<file path="src/request_timeout_retry_tracker_macros.svh">
// ----------------------------------------------------------------------------
// Request timeout retry tracker assertion macros
// Shared concurrent assertion forms, clocked on clk and disabled in reset.
// ----------------------------------------------------------------------------
`ifndef REQUEST_TIMEOUT_RETRY_TRACKER_MACROS_SVH
`define REQUEST_TIMEOUT_RETRY_TRACKER_MACROS_SVH

// Assert that a property holds at every clock edge outside reset.
`define RTRT_ASSERT(lbl, prop, msg) \
    lbl: assert property (@(posedge clk) disable iff (!rst_n) (prop)) else $error(msg);

// Assert that a condition never becomes true outside reset.
`define RTRT_NEVER(lbl, cond, msg) \
    lbl: assert property (@(posedge clk) disable iff (!rst_n) !(cond)) else $error(msg);

`endif

</file>
<file path="src/rtrt_pkg.sv">
// ----------------------------------------------------------------------------
// Request timeout retry tracker package
// Operation and result codes, engine states and the item structures.
// ----------------------------------------------------------------------------
package rtrt_pkg;

    // Input mode codes.
    localparam logic [1:0] MODE_SEND   = 2'd0;
    localparam logic [1:0] MODE_RESP   = 2'd1;
    localparam logic [1:0] MODE_TICK   = 2'd2;
    localparam logic [1:0] MODE_CANCEL = 2'd3;

    // Result kind codes.
    localparam logic [2:0] KIND_ISSUED    = 3'd0;
    localparam logic [2:0] KIND_MATCHED   = 3'd1;
    localparam logic [2:0] KIND_UNMATCHED = 3'd2;
    localparam logic [2:0] KIND_REISSUED  = 3'd3;
    localparam logic [2:0] KIND_TIMEOUT   = 3'd4;
    localparam logic [2:0] KIND_FULL      = 3'd5;

    // Configuration register indexes.
    localparam logic REG_TIMEOUT = 1'b0;
    localparam logic REG_RETRY   = 1'b1;

    typedef enum logic [1:0] {
        OP_SEND,
        OP_RESP,
        OP_TICK,
        OP_CANCEL
    } op_t;

    typedef enum logic [1:0] {
        ST_IDLE,
        ST_SCAN,
        ST_FLUSH
    } state_t;

    typedef struct packed {
        op_t         op;
        logic [7:0]  cmd;
        logic [15:0] rid;
        logic        link;
    } item_t;

    typedef struct packed {
        logic [2:0]  kind;
        logic [15:0] id;
        logic [7:0]  cmd;
        logic        last;
    } result_t;

endpackage

</file>
<file path="src/rtrt_front.sv">
// ----------------------------------------------------------------------------
// Request timeout retry tracker front end
// Accepts input items, classifies the mode and queues them for the engine.
// ----------------------------------------------------------------------------
module rtrt_front
    import rtrt_pkg::*;
(
    input  logic        clk,
    input  logic        rst_n,
    input  logic        push,
    output logic        full,
    input  logic [1:0]  mode,
    input  logic [7:0]  command_code,
    input  logic [15:0] lookup_id,
    input  logic        link_up,
    output logic        item_valid,
    input  logic        item_ready,
    output item_t       item
);

    item_t       q_reg [2];
    logic        wr_ptr_reg, wr_ptr_next;
    logic        rd_ptr_reg, rd_ptr_next;
    logic [1:0]  cnt_reg, cnt_next;
    item_t       new_item;
    logic        do_wr, do_rd;

    // Classify the incoming mode.
    always_comb
    begin
        new_item.cmd  = command_code;
        new_item.rid  = lookup_id;
        new_item.link = link_up;
        case (mode)
            MODE_SEND:   new_item.op = OP_SEND;
            MODE_RESP:   new_item.op = OP_RESP;
            MODE_TICK:   new_item.op = OP_TICK;
            MODE_CANCEL: new_item.op = OP_CANCEL;
            default:     new_item.op = OP_CANCEL;
        endcase
    end

    // Two-entry queue toward the engine.
    assign full       = (cnt_reg == 2'd2);
    assign item_valid = (cnt_reg != 2'd0);
    assign item       = q_reg[rd_ptr_reg];
    assign do_wr      = push && !full;
    assign do_rd      = item_valid && item_ready;

    always_comb
    begin
        wr_ptr_next = wr_ptr_reg ^ do_wr;
        rd_ptr_next = rd_ptr_reg ^ do_rd;
        cnt_next    = cnt_reg + {1'b0, do_wr} - {1'b0, do_rd};
    end

    always_ff @(posedge clk or negedge rst_n)
    begin
        if (!rst_n)
        begin
            wr_ptr_reg <= 1'b0;
            rd_ptr_reg <= 1'b0;
            cnt_reg    <= 2'd0;
        end
        else
        begin
            wr_ptr_reg <= wr_ptr_next;
            rd_ptr_reg <= rd_ptr_next;
            cnt_reg    <= cnt_next;
        end
    end

    // Queue storage.
    always_ff @(posedge clk)
    begin
        if (do_wr)
        begin
            q_reg[wr_ptr_reg] <= new_item;
        end
    end

endmodule

</file>
<file path="src/rtrt_out_fifo.sv">
// ----------------------------------------------------------------------------
// Request timeout retry tracker result queue
// Four-entry queue holding results until they are popped.
// ----------------------------------------------------------------------------
module rtrt_out_fifo
    import rtrt_pkg::*;
(
    input  logic    clk,
    input  logic    rst_n,
    input  logic    wr_en,
    input  result_t wr_data,
    output logic    wr_full,
    input  logic    pop,
    output logic    empty,
    output result_t rd_data
);

    result_t     q_reg [4];
    logic [1:0]  wr_ptr_reg, rd_ptr_reg;
    logic [2:0]  cnt_reg, cnt_next;
    logic        do_wr, do_rd;

    assign wr_full = (cnt_reg == 3'd4);
    assign empty   = (cnt_reg == 3'd0);
    assign rd_data = q_reg[rd_ptr_reg];
    assign do_wr   = wr_en && !wr_full;
    assign do_rd   = pop && !empty;

    always_comb
    begin
        cnt_next = cnt_reg + {2'b0, do_wr} - {2'b0, do_rd};
    end

    // Pointers and fill count.
    always_ff @(posedge clk or negedge rst_n)
    begin
        if (!rst_n)
        begin
            wr_ptr_reg <= 2'd0;
            rd_ptr_reg <= 2'd0;
            cnt_reg    <= 3'd0;
        end
        else
        begin
            wr_ptr_reg <= wr_ptr_reg + {1'b0, do_wr};
            rd_ptr_reg <= rd_ptr_reg + {1'b0, do_rd};
            cnt_reg    <= cnt_next;
        end
    end

    // Queue storage.
    always_ff @(posedge clk)
    begin
        if (do_wr)
        begin
            q_reg[wr_ptr_reg] <= wr_data;
        end
    end

endmodule

</file>
<file path="src/rtrt_engine.sv">
// ----------------------------------------------------------------------------
// Request timeout retry tracker engine
// Holds the request table and walks it one slot per cycle for each item, unless a full result queue stalls it.
// ----------------------------------------------------------------------------
module rtrt_engine
    import rtrt_pkg::*;
#(
    parameter int TABLE_DEPTH = 16,
    parameter int ID_BITS     = 16
)
(
    input  logic        clk,
    input  logic        rst_n,
    input  logic        item_valid,
    output logic        item_ready,
    input  item_t       item,
    input  logic [15:0] timeout_ticks,
    input  logic [3:0]  retry_limit,
    output logic        out_wr,
    output result_t     out_data,
    input  logic        out_full
);

`include "request_timeout_retry_tracker_macros.svh"

    localparam int IW = (TABLE_DEPTH > 1) ? $clog2(TABLE_DEPTH) : 1;
    localparam int CW = (ID_BITS > 16) ? ID_BITS : 16;
    localparam logic [IW-1:0] LAST_IDX = IW'(TABLE_DEPTH - 1);

    state_t               state_reg, state_next;
    logic [IW-1:0]        idx_reg, idx_next;
    item_t                item_reg;
    logic [31:0]          time_reg, time_next;
    logic [ID_BITS-1:0]   next_id_reg, next_id_next;
    logic                 hold_valid_reg, hold_valid_next;
    result_t              hold_reg, hold_next;
    logic [TABLE_DEPTH-1:0] valid_reg;

    logic [ID_BITS-1:0]   slot_id_reg    [TABLE_DEPTH];
    logic [7:0]           slot_cmd_reg   [TABLE_DEPTH];
    logic [31:0]          slot_dl_reg    [TABLE_DEPTH];
    logic [3:0]           slot_ret_reg   [TABLE_DEPTH];

    logic                 take, sv, id_match, expired, last_idx;
    logic [ID_BITS-1:0]   sid;
    logic [7:0]           scmd;
    logic [31:0]          sdl, age;
    logic [3:0]           sret;
    logic                 emit, done, stall;
    result_t              emit_res;
    logic                 wr_new, wr_reissue, clr_valid;

    // Current slot under the scan pointer.
    assign sid      = slot_id_reg[idx_reg];
    assign scmd     = slot_cmd_reg[idx_reg];
    assign sdl      = slot_dl_reg[idx_reg];
    assign sret     = slot_ret_reg[idx_reg];
    assign sv       = valid_reg[idx_reg];
    assign age      = time_reg - sdl;
    assign expired  = !age[31];
    assign last_idx = (idx_reg == LAST_IDX);
    assign id_match = (CW'(sid) == (CW'(item_reg.rid) & CW'({ID_BITS{1'b1}})));
    assign item_ready = (state_reg == ST_IDLE);
    assign take     = item_valid && item_ready;

    // Per-slot decision for the current operation.
    always_comb
    begin
        emit       = 1'b0;
        done       = 1'b0;
        wr_new     = 1'b0;
        wr_reissue = 1'b0;
        clr_valid  = 1'b0;
        emit_res   = '0;
        if (state_reg == ST_SCAN)
        begin
            case (item_reg.op)
                OP_SEND:
                begin
                    if (!sv)
                    begin
                        emit     = 1'b1;
                        done     = 1'b1;
                        wr_new   = 1'b1;
                        emit_res = '{KIND_ISSUED, 16'(CW'(next_id_reg)), item_reg.cmd, 1'b0};
                    end
                    else if (last_idx)
                    begin
                        emit     = 1'b1;
                        done     = 1'b1;
                        emit_res = '{KIND_FULL, 16'd0, item_reg.cmd, 1'b0};
                    end
                end
                OP_RESP:
                begin
                    if (sv && id_match)
                    begin
                        emit      = 1'b1;
                        done      = 1'b1;
                        clr_valid = 1'b1;
                        emit_res  = '{KIND_MATCHED, 16'(CW'(sid)), scmd, 1'b0};
                    end
                    else if (last_idx)
                    begin
                        emit     = 1'b1;
                        done     = 1'b1;
                        emit_res = '{KIND_UNMATCHED, item_reg.rid, 8'd0, 1'b0};
                    end
                end
                OP_CANCEL:
                begin
                    done      = (sv && id_match) || last_idx;
                    clr_valid = sv && id_match;
                end
                OP_TICK:
                begin
                    done = last_idx;
                    if (sv && expired)
                    begin
                        emit = 1'b1;
                        if ((sret != 4'd0) && item_reg.link)
                        begin
                            wr_reissue = 1'b1;
                            emit_res   = '{KIND_REISSUED, 16'(CW'(sid)), scmd, 1'b0};
                        end
                        else
                        begin
                            clr_valid = 1'b1;
                            emit_res  = '{KIND_TIMEOUT, 16'(CW'(sid)), scmd, 1'b0};
                        end
                    end
                end
                default:
                begin
                    done = 1'b1;
                end
            endcase
        end
    end

    // A new result displaces the held one, which then cannot be the last.
    assign stall = emit && hold_valid_reg && out_full;

    // Sequencer and result holding stage.
    always_comb
    begin
        state_next      = state_reg;
        idx_next        = idx_reg;
        time_next       = time_reg;
        next_id_next    = next_id_reg;
        hold_valid_next = hold_valid_reg;
        hold_next       = hold_reg;
        out_wr          = 1'b0;
        out_data        = hold_reg;
        case (state_reg)
            ST_IDLE:
            begin
                if (take)
                begin
                    state_next = ST_SCAN;
                    idx_next   = '0;
                    if (item.op == OP_TICK)
                    begin
                        time_next = time_reg + 32'd1;
                    end
                end
            end
            ST_SCAN:
            begin
                if (!stall)
                begin
                    if (emit)
                    begin
                        out_wr          = hold_valid_reg;
                        hold_valid_next = 1'b1;
                        hold_next       = emit_res;
                    end
                    if (wr_new)
                    begin
                        next_id_next = next_id_reg + 1'b1;
                    end
                    if (done)
                    begin
                        state_next = (emit || hold_valid_reg) ? ST_FLUSH : ST_IDLE;
                    end
                    else
                    begin
                        idx_next = idx_reg + 1'b1;
                    end
                end
            end
            ST_FLUSH:
            begin
                out_data.last = 1'b1;
                if (!out_full)
                begin
                    out_wr          = 1'b1;
                    hold_valid_next = 1'b0;
                    state_next      = ST_IDLE;
                end
            end
            default:
            begin
                state_next = ST_IDLE;
            end
        endcase
    end

    // Control registers.
    always_ff @(posedge clk or negedge rst_n)
    begin
        if (!rst_n)
        begin
            state_reg      <= ST_IDLE;
            idx_reg        <= '0;
            time_reg       <= 32'd0;
            next_id_reg    <= '0;
            hold_valid_reg <= 1'b0;
            valid_reg      <= '0;
        end
        else
        begin
            state_reg      <= state_next;
            idx_reg        <= idx_next;
            time_reg       <= time_next;
            next_id_reg    <= next_id_next;
            hold_valid_reg <= hold_valid_next;
            if (!stall && (wr_new || clr_valid))
            begin
                valid_reg[idx_reg] <= wr_new;
            end
        end
    end

    // Payload registers and slot contents.
    always_ff @(posedge clk)
    begin
        hold_reg <= hold_next;
        if (take)
        begin
            item_reg <= item;
        end
        if (!stall && wr_new)
        begin
            slot_id_reg[idx_reg]  <= next_id_reg;
            slot_cmd_reg[idx_reg] <= item_reg.cmd;
            slot_dl_reg[idx_reg]  <= time_reg + 32'(timeout_ticks);
            slot_ret_reg[idx_reg] <= retry_limit;
        end
        if (!stall && wr_reissue)
        begin
            slot_ret_reg[idx_reg] <= sret - 4'd1;
            slot_dl_reg[idx_reg]  <= time_reg + 32'(timeout_ticks);
        end
    end

    // Checks on the engine's own sequencing.
    `RTRT_NEVER(a_no_push_full, out_wr && out_full, "result written into a full queue")
    `RTRT_ASSERT(a_flush_has_hold, (state_reg == ST_FLUSH) |-> hold_valid_reg, "flush without result")
    `RTRT_ASSERT(a_scan_starts_zero, take |=> (idx_reg == '0) && (state_reg == ST_SCAN), "scan start")
    `RTRT_ASSERT(a_one_emit_send, (state_reg == ST_SCAN) && (item_reg.op == OP_SEND) && emit |-> done, "send emitted twice")

endmodule

</file>
<file path="src/request_timeout_retry_tracker.sv">
// ----------------------------------------------------------------------------
// Request timeout retry tracker
// Outstanding request table with per-request deadline, retry and timeout.
// ----------------------------------------------------------------------------
// Items enter a two-entry queue and are carried out one at a time by an engine
// that walks the request table one slot per cycle, pausing while a result waits
// on a full four-entry result queue. A send, response or cancel stops at the
// first free or matching slot; a tick always walks all TABLE_DEPTH slots.
// Configuration registers are index 0 timeout_ticks and index 1 retry_limit,
// always ready.
module request_timeout_retry_tracker
    import rtrt_pkg::*;
#(
    parameter int TABLE_DEPTH = 16,
    parameter int ID_BITS     = 16
)
(
    input  logic        clk,
    input  logic        rst_n,
    input  logic        push,
    output logic        full,
    input  logic [1:0]  mode,
    input  logic [7:0]  command_code,
    input  logic [15:0] lookup_id,
    input  logic        link_up,
    output logic        empty,
    input  logic        pop,
    output logic [2:0]  result_kind,
    output logic [15:0] result_id,
    output logic [7:0]  result_command,
    output logic        last,
    input  logic        cfg_valid,
    output logic        cfg_ready,
    input  logic        cfg_index,
    input  logic [15:0] cfg_data
);

    logic [15:0] timeout_reg;
    logic [3:0]  retry_reg;
    logic        item_valid, item_ready, out_wr, out_full;
    item_t       item;
    result_t     out_data, res;

    // Configuration registers.
    assign cfg_ready = 1'b1;

    always_ff @(posedge clk or negedge rst_n)
    begin
        if (!rst_n)
        begin
            timeout_reg <= 16'd1000;
            retry_reg   <= 4'd3;
        end
        else if (cfg_valid)
        begin
            case (cfg_index)
                REG_TIMEOUT: timeout_reg <= cfg_data;
                REG_RETRY:   retry_reg   <= cfg_data[3:0];
                default:     timeout_reg <= timeout_reg;
            endcase
        end
    end

    rtrt_front u_front (
        .clk          (clk),
        .rst_n        (rst_n),
        .push         (push),
        .full         (full),
        .mode         (mode),
        .command_code (command_code),
        .lookup_id    (lookup_id),
        .link_up      (link_up),
        .item_valid   (item_valid),
        .item_ready   (item_ready),
        .item         (item)
    );

    rtrt_engine #(
        .TABLE_DEPTH (TABLE_DEPTH),
        .ID_BITS     (ID_BITS)
    ) u_engine (
        .clk           (clk),
        .rst_n         (rst_n),
        .item_valid    (item_valid),
        .item_ready    (item_ready),
        .item          (item),
        .timeout_ticks (timeout_reg),
        .retry_limit   (retry_reg),
        .out_wr        (out_wr),
        .out_data      (out_data),
        .out_full      (out_full)
    );

    rtrt_out_fifo u_out (
        .clk     (clk),
        .rst_n   (rst_n),
        .wr_en   (out_wr),
        .wr_data (out_data),
        .wr_full (out_full),
        .pop     (pop),
        .empty   (empty),
        .rd_data (res)
    );

    assign result_kind    = res.kind;
    assign result_id      = res.id;
    assign result_command = res.cmd;
    assign last           = res.last;

endmodule
</file>
<file path="config.mk">
export PLATFORM = sky130hd
export DESIGN_NAME = request_timeout_retry_tracker
export DESIGN_NICKNAME = d
export VERILOG_FILES = /design/src/rtrt_pkg.sv /design/src/rtrt_front.sv /design/src/rtrt_out_fifo.sv /design/src/rtrt_engine.sv /design/src/request_timeout_retry_tracker.sv
export VERILOG_INCLUDE_DIRS = /design/src /design/src/src
export SDC_FILE = /design/constraint.sdc
export NUM_CORES = 1
export LEC_CHECK = 0
export ABC_AREA = 1
export BUFFER_PORTS_ARGS = -buffer_cell sky130_fd_sc_hd__buf_2
export CAP_MARGIN = 20
export CORE_MARGIN = 3
export CORE_UTILIZATION = 45
export DETAILED_ROUTE_END_ITERATION = 10
export HOLD_SLACK_MARGIN = 0.03
export RECOVER_POWER = 100
export SLEW_MARGIN = 20
export SYNTH_ARGS = -nofsm -noshare
export SYNTH_HDL_FRONTEND = slang
export SYNTH_SLANG_ARGS = --single-unit
</file>
<file path="constraint.sdc">
create_clock -name clk -period 9.4 [get_ports clk]
set_input_delay 2.35 -clock clk [delete_from_list [all_inputs] [get_ports clk]]
set_output_delay 2.35 -clock clk [all_outputs]
set_load 0.01 [all_outputs]
</file>
==> impl_metrics.yaml, run 1 <==
layout:
  area_growth_pct: 12.4
  fill_cells: 9891
  nets: 4421
  seqCellArea_um2: 38000
  largest_reg_flops: 512
  multi_input_area_um2: 13000
  layout-drive-gt1-share_pct: 7.88
clock_tree:
  cts.repair.resized: 0
  cts_buffer_depth: 3
  cts.clk_slew.worst_paths_ns: 0.07
  cts_hold_buf: 0
  cts_tree: "yes"
  numClockSinks: 1282
  post_cts_buffers: 0
  clk_latency_ns: 0.75
  cts_buffers: 138
  cts_root_buffer: "clkbuf_16"
  htree_levels: 4
route:
  routed_wl_mm: 135
  drtIter0Drc: 3442
  drt_pass1_iterations: 5
  drc: 0
  via_per_inst: 5.61
  num_vias: 33255
  wl_per_cell_um: 22.8
  ant_nets: 0
floorplanning:
  io_pins: 80
  die_h_um: 348
  core_um2: 115000
  row_count: 124
  die_area_um2: 121000
  die_w_um: 348
  start_util_pct: 45.7
worst_setup_path:
  critPathRequiredTime_ns: 9.70
  worst-setup-path-type: "register to register"
  crit_path_start_kind: "register"
  arrival_ns: 8.37
  cp_max_fo: 131
  worst_setup_path_end_kind: "register"
placed_design:
  place_hpwl_mm: 74.5
  globalplace.congestion: 0.861
  numPortBuffers: 78
  pre_cts_ws_ns: 2.20
timing:
  fin_tns_setup_ns: 0
  rsz0062_at_grt: "false"
  finalHoldViolCount: 0
  fmax_mhz: 124
  hold-worst-slack_ns: 0.472
  final_max_slew_viol_count: 579
  layout_min_cycle_time_ns: 8.07
  slew_headroom_pct: -150
  finClkSkew_ns: 0.0309
  fin_ws_ns: 1.33
  setup_viol: 0
  worstMarginPinSlew_ns: 3.76
  period_share_pct: 85.9
synth:
  synth_nets: 4358
  synthArstFlopShare_pct: 7.96
  synthCells: 4243
  synth_top_area_cell: "edfxtp_1"
  synth_seq_cells: 1282
  synth.top_cell.area_share_pct: 67.4
  yosysMostFrequentCell: "edfxtp_1"
  yosysWarnings: 0
  syn_area_um2: 52600
  ys_seq_area_share_pct: 72.2
  ys_top_cells_by_count: "edfxtp_1, nor2_1, nand2_1, o21ai_0, o22ai_1"
  synth_edf_count: 1180
  synth_cell_types: 57
  avgSynthCellArea_um2: 12.4
  yosys-top-cells-area: "edfxtp_1, nor2_1, o21ai_0"
  yosys_most_used_dff: "edfxtp_1"
power:
  leakage_nw: 20.9
  irDropWorstVdd_uv: 232
  power.density_nw_per_um2: 288
min_path:
  min_path_type: "register to register"
run_status:
  violations: "capacitance limit, slew limit"
  status: "finished, violations left"
global_route:
  antenna_found_initial: 1
  overflow: 0
  grt_use_total_pct: 22.3
  grt_max_degree: 172
  grt_pass1_vias: 31968
  grt_pass1_wl_mm: 203
run:
  drv_cap: 24
layout by cell type (no fill, tap or decap), types with 21 or more instances in the layout:
cell type / netlist / routed
clkinv_1: 5 / 21
a22o_1: 34 / 34
edfxtp_1: 1180 / 1180
xor2_1: 70 / 70
nor2_1: 695 / 680
nand4_1: 35 / 35
a221oi_1: 33 / 33
nor3_1: 25 / 26
dfrtp_1: 94 / 93
o21ai_0: 479 / 488
clkinv_2: 0 / 22
ha_1: 64 / 64
clkbuf_16: 0 / 140
o22ai_1: 191 / 191
buf_4: 5 / 44
buf_2: 49 / 37
nand3_1: 69 / 70
inv_1: 170 / 171
clkbuf_1: 143 / 98
o21ai_1: 54 / 45
a21oi_1: 88 / 89
nand2_1: 577 / 579
through the flow:
| step | area, um2 | utilization, % | cells | power [mW] |
|---|---|---|---|---|
| 2_1_floorplan | 52600 | - | 4243 | 10.2 |
| 3_3_place_gp | 54800 | 47.6 | 5673 | 11.7 |
| 3_5_place_dp | 54900 | 47.7 | 5676 | 11.7 |
| 4_1_cts | 59400 | 51.6 | 5929 | 17.2 |
| 5_1_grt | 59100 | 51.3 | 5931 | 17.9 |
| 6_report | 59100 | 51.4 | 5932 | 17.0 |
where the power goes:
part           internal (mW)  total [mW]  switching [mW]
registers               6.90        7.25           0.348
logic                   1.25        4.32            3.06
clock network           3.22        5.44            2.23
total                   11.4        17.0            5.64
kinds of logic (layout without fill, tap and decap cells):
family | Yosys count | count (layout) | synth area share [%]
xor gates and xnor gates | 86 | 86 | 1.43
DFF | 1282 | 1282 | 72.2
muxes | 12 | 12 | 0.257
AOI/OAI and AO/OA | 949 | 949 | 10.4
buffers and inverters | 415 | 591 | 3.23
adders and majority gates | 66 | 66 | 1.60
and+or+nand+nor | 1432 | 1432 | 10.9
other | 1 | 2 | 0.00713
metal layers:
layer / GRT usage (%) / up-vias / share of wire (%)
li1: - / 15433 / -
met1: 31.3 / 16498 / 43
met2: 36.3 / 1112 / 48
met3: 3.63 / 212 / 6.3
met4: 5.96 / 0 / 2.2
met5: 0 / - / 0
layout make-up:
cell class                 instances  area share, %
timing repair buffer             154           1.64
multi-input combinational       2546           22.0
tap                             1512           3.20
sequential                      1282           64.3
antenna                            1        0.00423
inverter                         184           1.19
clock inverter                    71           1.44
clock buffer                     182           6.28
path summary, 6_finish.rpt:
check	from	to	slack (ns)	cells past startpoint
min in group asynchronous	rst_n	timeout_reg[1]	2.92	1
min	u_engine.valid_reg[14]	u_engine.valid_reg[14]	0.47	2
max in group asynchronous	rst_n	u_front.rd_ptr_reg	2.06	2
min reg2reg	u_engine.valid_reg[14]	u_engine.valid_reg[14]	0.47	2
max reg2reg	u_engine.idx_reg[0]	u_engine.slot_id_reg[3][8]	1.33	21
max	u_engine.idx_reg[0]	u_engine.slot_id_reg[3][8]	1.33	21
worst max-delay path, stage by stage, from the launching register on:
cell       delay [ns]
dfrtp_1          1.08
inv_8            0.30
buf_16           0.34
o21ai_0          0.28
o22ai_1          0.12
a22o_1           0.22
a221oi_1         0.33
ha_1             0.30
nand2_1          0.07
inv_1            0.05
nand3_1          0.07
a31oi_1          0.11
a2111oi_0        0.69
nand2_1          0.18
nand2_1          0.14
nand3_1          0.10
nand3_1          0.38
nand2_1          0.22
nand3_4          0.26
nand2_4          0.25
nor2_1           0.16
clkbuf_1         1.82
Power figures use the tool's default switching activity.
==> run 2, diff against run 1 <==
Clock period 9.4 ns to 7.2 ns, I/O delays scaled along.
==> run 2 against run 1 <==
Against the previous run: the run still ends with capacitance limit, slew limit left; sequential cell count stayed put; clock power is 27% higher; maximum frequency is 29% higher; core utilization is 0.28 points higher; sequential share of layout area is 0.35 points lower; critical endpoint is now u_engine.slot_id_reg[0][12]; highest routed layer is now met5.
==> impl_metrics.yaml, run 2 (synthesized netlist as in run 1, its figures left out) <==
run_status:
  status: "finished, violations left"
  violations: "capacitance limit, slew limit"
clock_tree:
  cts_root_buffer: "clkbuf_16"
  numClockSinks: 1282
  htree_levels: 4
  cts_buffers: 136
  clk_latency_ns: 0.76
  cts.clk_slew.worst_paths_ns: 0.06
  cts_buffer_depth: 3
  post_cts_buffers: 0
  cts_tree: "yes"
  cts.repair.resized: 0
  cts_hold_buf: 0
route:
  num_vias: 33808
  drc: 0
  ant_nets: 0
  drtIter0Drc: 3273
  via_per_inst: 5.67
  routed_wl_mm: 138
  drt_pass1_iterations: 5
  wl_per_cell_um: 23.2
layout:
  largest_reg_flops: 512
  mostFrequentLayoutCells: "edfxtp_1, nor2_1, nand2_1, o21ai_0, o22ai_1"
  nets: 4457
  fill_cells: 9834
  area_growth_pct: 13.0
  layout-drive-gt1-share_pct: 8.65
  stdcell_count: 5964
  final_common_cell: "edfxtp_1"
floorplanning:
  die_area_um2: 121000
  die_h_um: 348
  start_util_pct: 45.7
  io_pins: 80
  row_count: 124
  core_um2: 115000
  die_w_um: 348
worst_setup_path:
  crit_path_start_kind: "register"
  crit_cells: 21
  crit_chain: "buf_12, o21ai_0, o22ai_1, a22o_1, a221oi_1, ha_1, nand2_1, inv_1, nand3_1, nor3_1, nand2_1, nor3_1, nand2_1, nand3_1, nand3_2, nand2_2, nand3_4, nand2_4, buf_4, nor2_4, clkbuf_2"
  reg2reg_to: "u_engine.slot_id_reg[0][12]"
  cp_max_fo: 167
  critPathRequiredTime_ns: 7.42
  cp_top_family: "simple AND/OR/NAND/NOR gates"
  slowest_delay_ns: 0.88
  worst-setup-path-type: "register to register"
  crit_start: "u_engine.idx_reg[0]"
  crit_top_cell: "nand2_1"
  reg2reg_depth: 21
  worst_setup_path_end_kind: "register"
  reg2reg_slack_ns: 0.94
  arrival_ns: 6.48
  worst-path-buf-inv: 4
  crit_end: "u_engine.slot_id_reg[0][12]"
  slowest_stage: "dfrtp_1"
  r2r_start: "u_engine.idx_reg[0]"
timing:
  fmax_mhz: 160
  setup_viol: 0
  slew_headroom_pct: -87.0
  period_share_pct: 86.9
  rsz0062_at_grt: "false"
  hold-worst-slack_ns: 0.473
  final_max_slew_viol_count: 232
  finClkSkew_ns: 0.0485
  worstMarginPinSlew_ns: 2.80
  finalHoldViolCount: 0
  fin_tns_setup_ns: 0
  layout_min_cycle_time_ns: 6.26
placed_design:
  dp_cells: 5714
  numPortBuffers: 78
  place_hpwl_mm: 82.0
  globalplace.congestion: 0.897
min_path:
  min_path_type: "register to register"
power:
  power.density_nw_per_um2: 375
  leakage_nw: 21.0
  irDropWorstVdd_uv: 278
  p_total_mw: 22.3
global_route:
  grt_max_degree: 176
  antenna_found_initial: 3
  grt_use_total_pct: 22.7
  grt_pass1_vias: 32611
  overflow: 0
  grt_pass1_wl_mm: 208
run:
  drv_cap: 7
==> run 2: cell types whose count changed in the layout (fill, tap and decap cells not counted), sizes merged <==
cell,change
buf,+25
bufinv,-5
clkbuf,+12
clkinv,+7
inv,-7
==> run 2: layout make-up <==
type	count	area, um2	share of cell area (%)
Antenna cell	1	2.50	0.00421
Clock buffer	181	3710	6.24
Clock inverter	66	721	1.21
Inverter	184	706	1.19
Multi-Input combinational cell	2546	13100	22.0
Sequential cell	1282	38000	63.9
Tap cell	1512	1890	3.18
Timing Repair Buffer	192	1310	2.21
==> run 2: how the worst min path moves through the flow <==
stage / from / end / slack, ns / cells after the start
3_5_place_dp: u_engine.valid_reg[3] / u_engine.valid_reg[3] / 0.46 / 2
4_1_cts: u_engine.valid_reg[14] / u_engine.valid_reg[14] / 0.48 / 2
3_3_place_gp: u_engine.valid_reg[10] / u_engine.valid_reg[10] / 0.45 / 2
2_1_floorplan: u_engine.valid_reg[10] / u_engine.valid_reg[10] / 0.44 / 2
6_report: u_engine.valid_reg[14] / u_engine.valid_reg[14] / 0.47 / 2
5_1_grt: u_engine.valid_reg[12] / u_engine.valid_reg[12] / 0.49 / 2
==> run 2: per-layer routing <==
metal | GRT usage [%] | wire length [um] | vias to the layer above
li1 | - | - | 15511
met1 | 32.0 | 59600 | 16898
met2 | 36.9 | 66500 | 1161
met3 | 3.04 | 8240 | 236
met4 | 7.11 | 3830 | 2
met5 | 0 | 10 | -
==> run 2: through the flow <==
| stage | utilization [%] | setup WS, ns | cell area, um2 |
|---|---|---|---|
| after CTS | 51.9 | 1.27 | 59800 |
| final | 51.6 | 0.940 | 59400 |
| after floorplan | - | 0.837 | 52600 |
| after global placement | 48.0 | 1.31 | 55200 |
| after global routing | 51.6 | 0.552 | 59400 |
| after detailed placement | 48.1 | 1.30 | 55300 |
==> run 2: where the power goes <==
| part | total, mW | switching (mW) | internal, mW |
|---|---|---|---|
| clock | 6.92 | 2.91 | 4.01 |
| combinational | 5.91 | 4.19 | 1.72 |
| sequential | 9.44 | 0.434 | 9.00 |
==> run 2: tightest hold or removal path, cell delays in order, from the launching register on <==
cell and delay (ns):
dfrtp_1 0.34, nand2_1 0.06, nand2_1 0.05
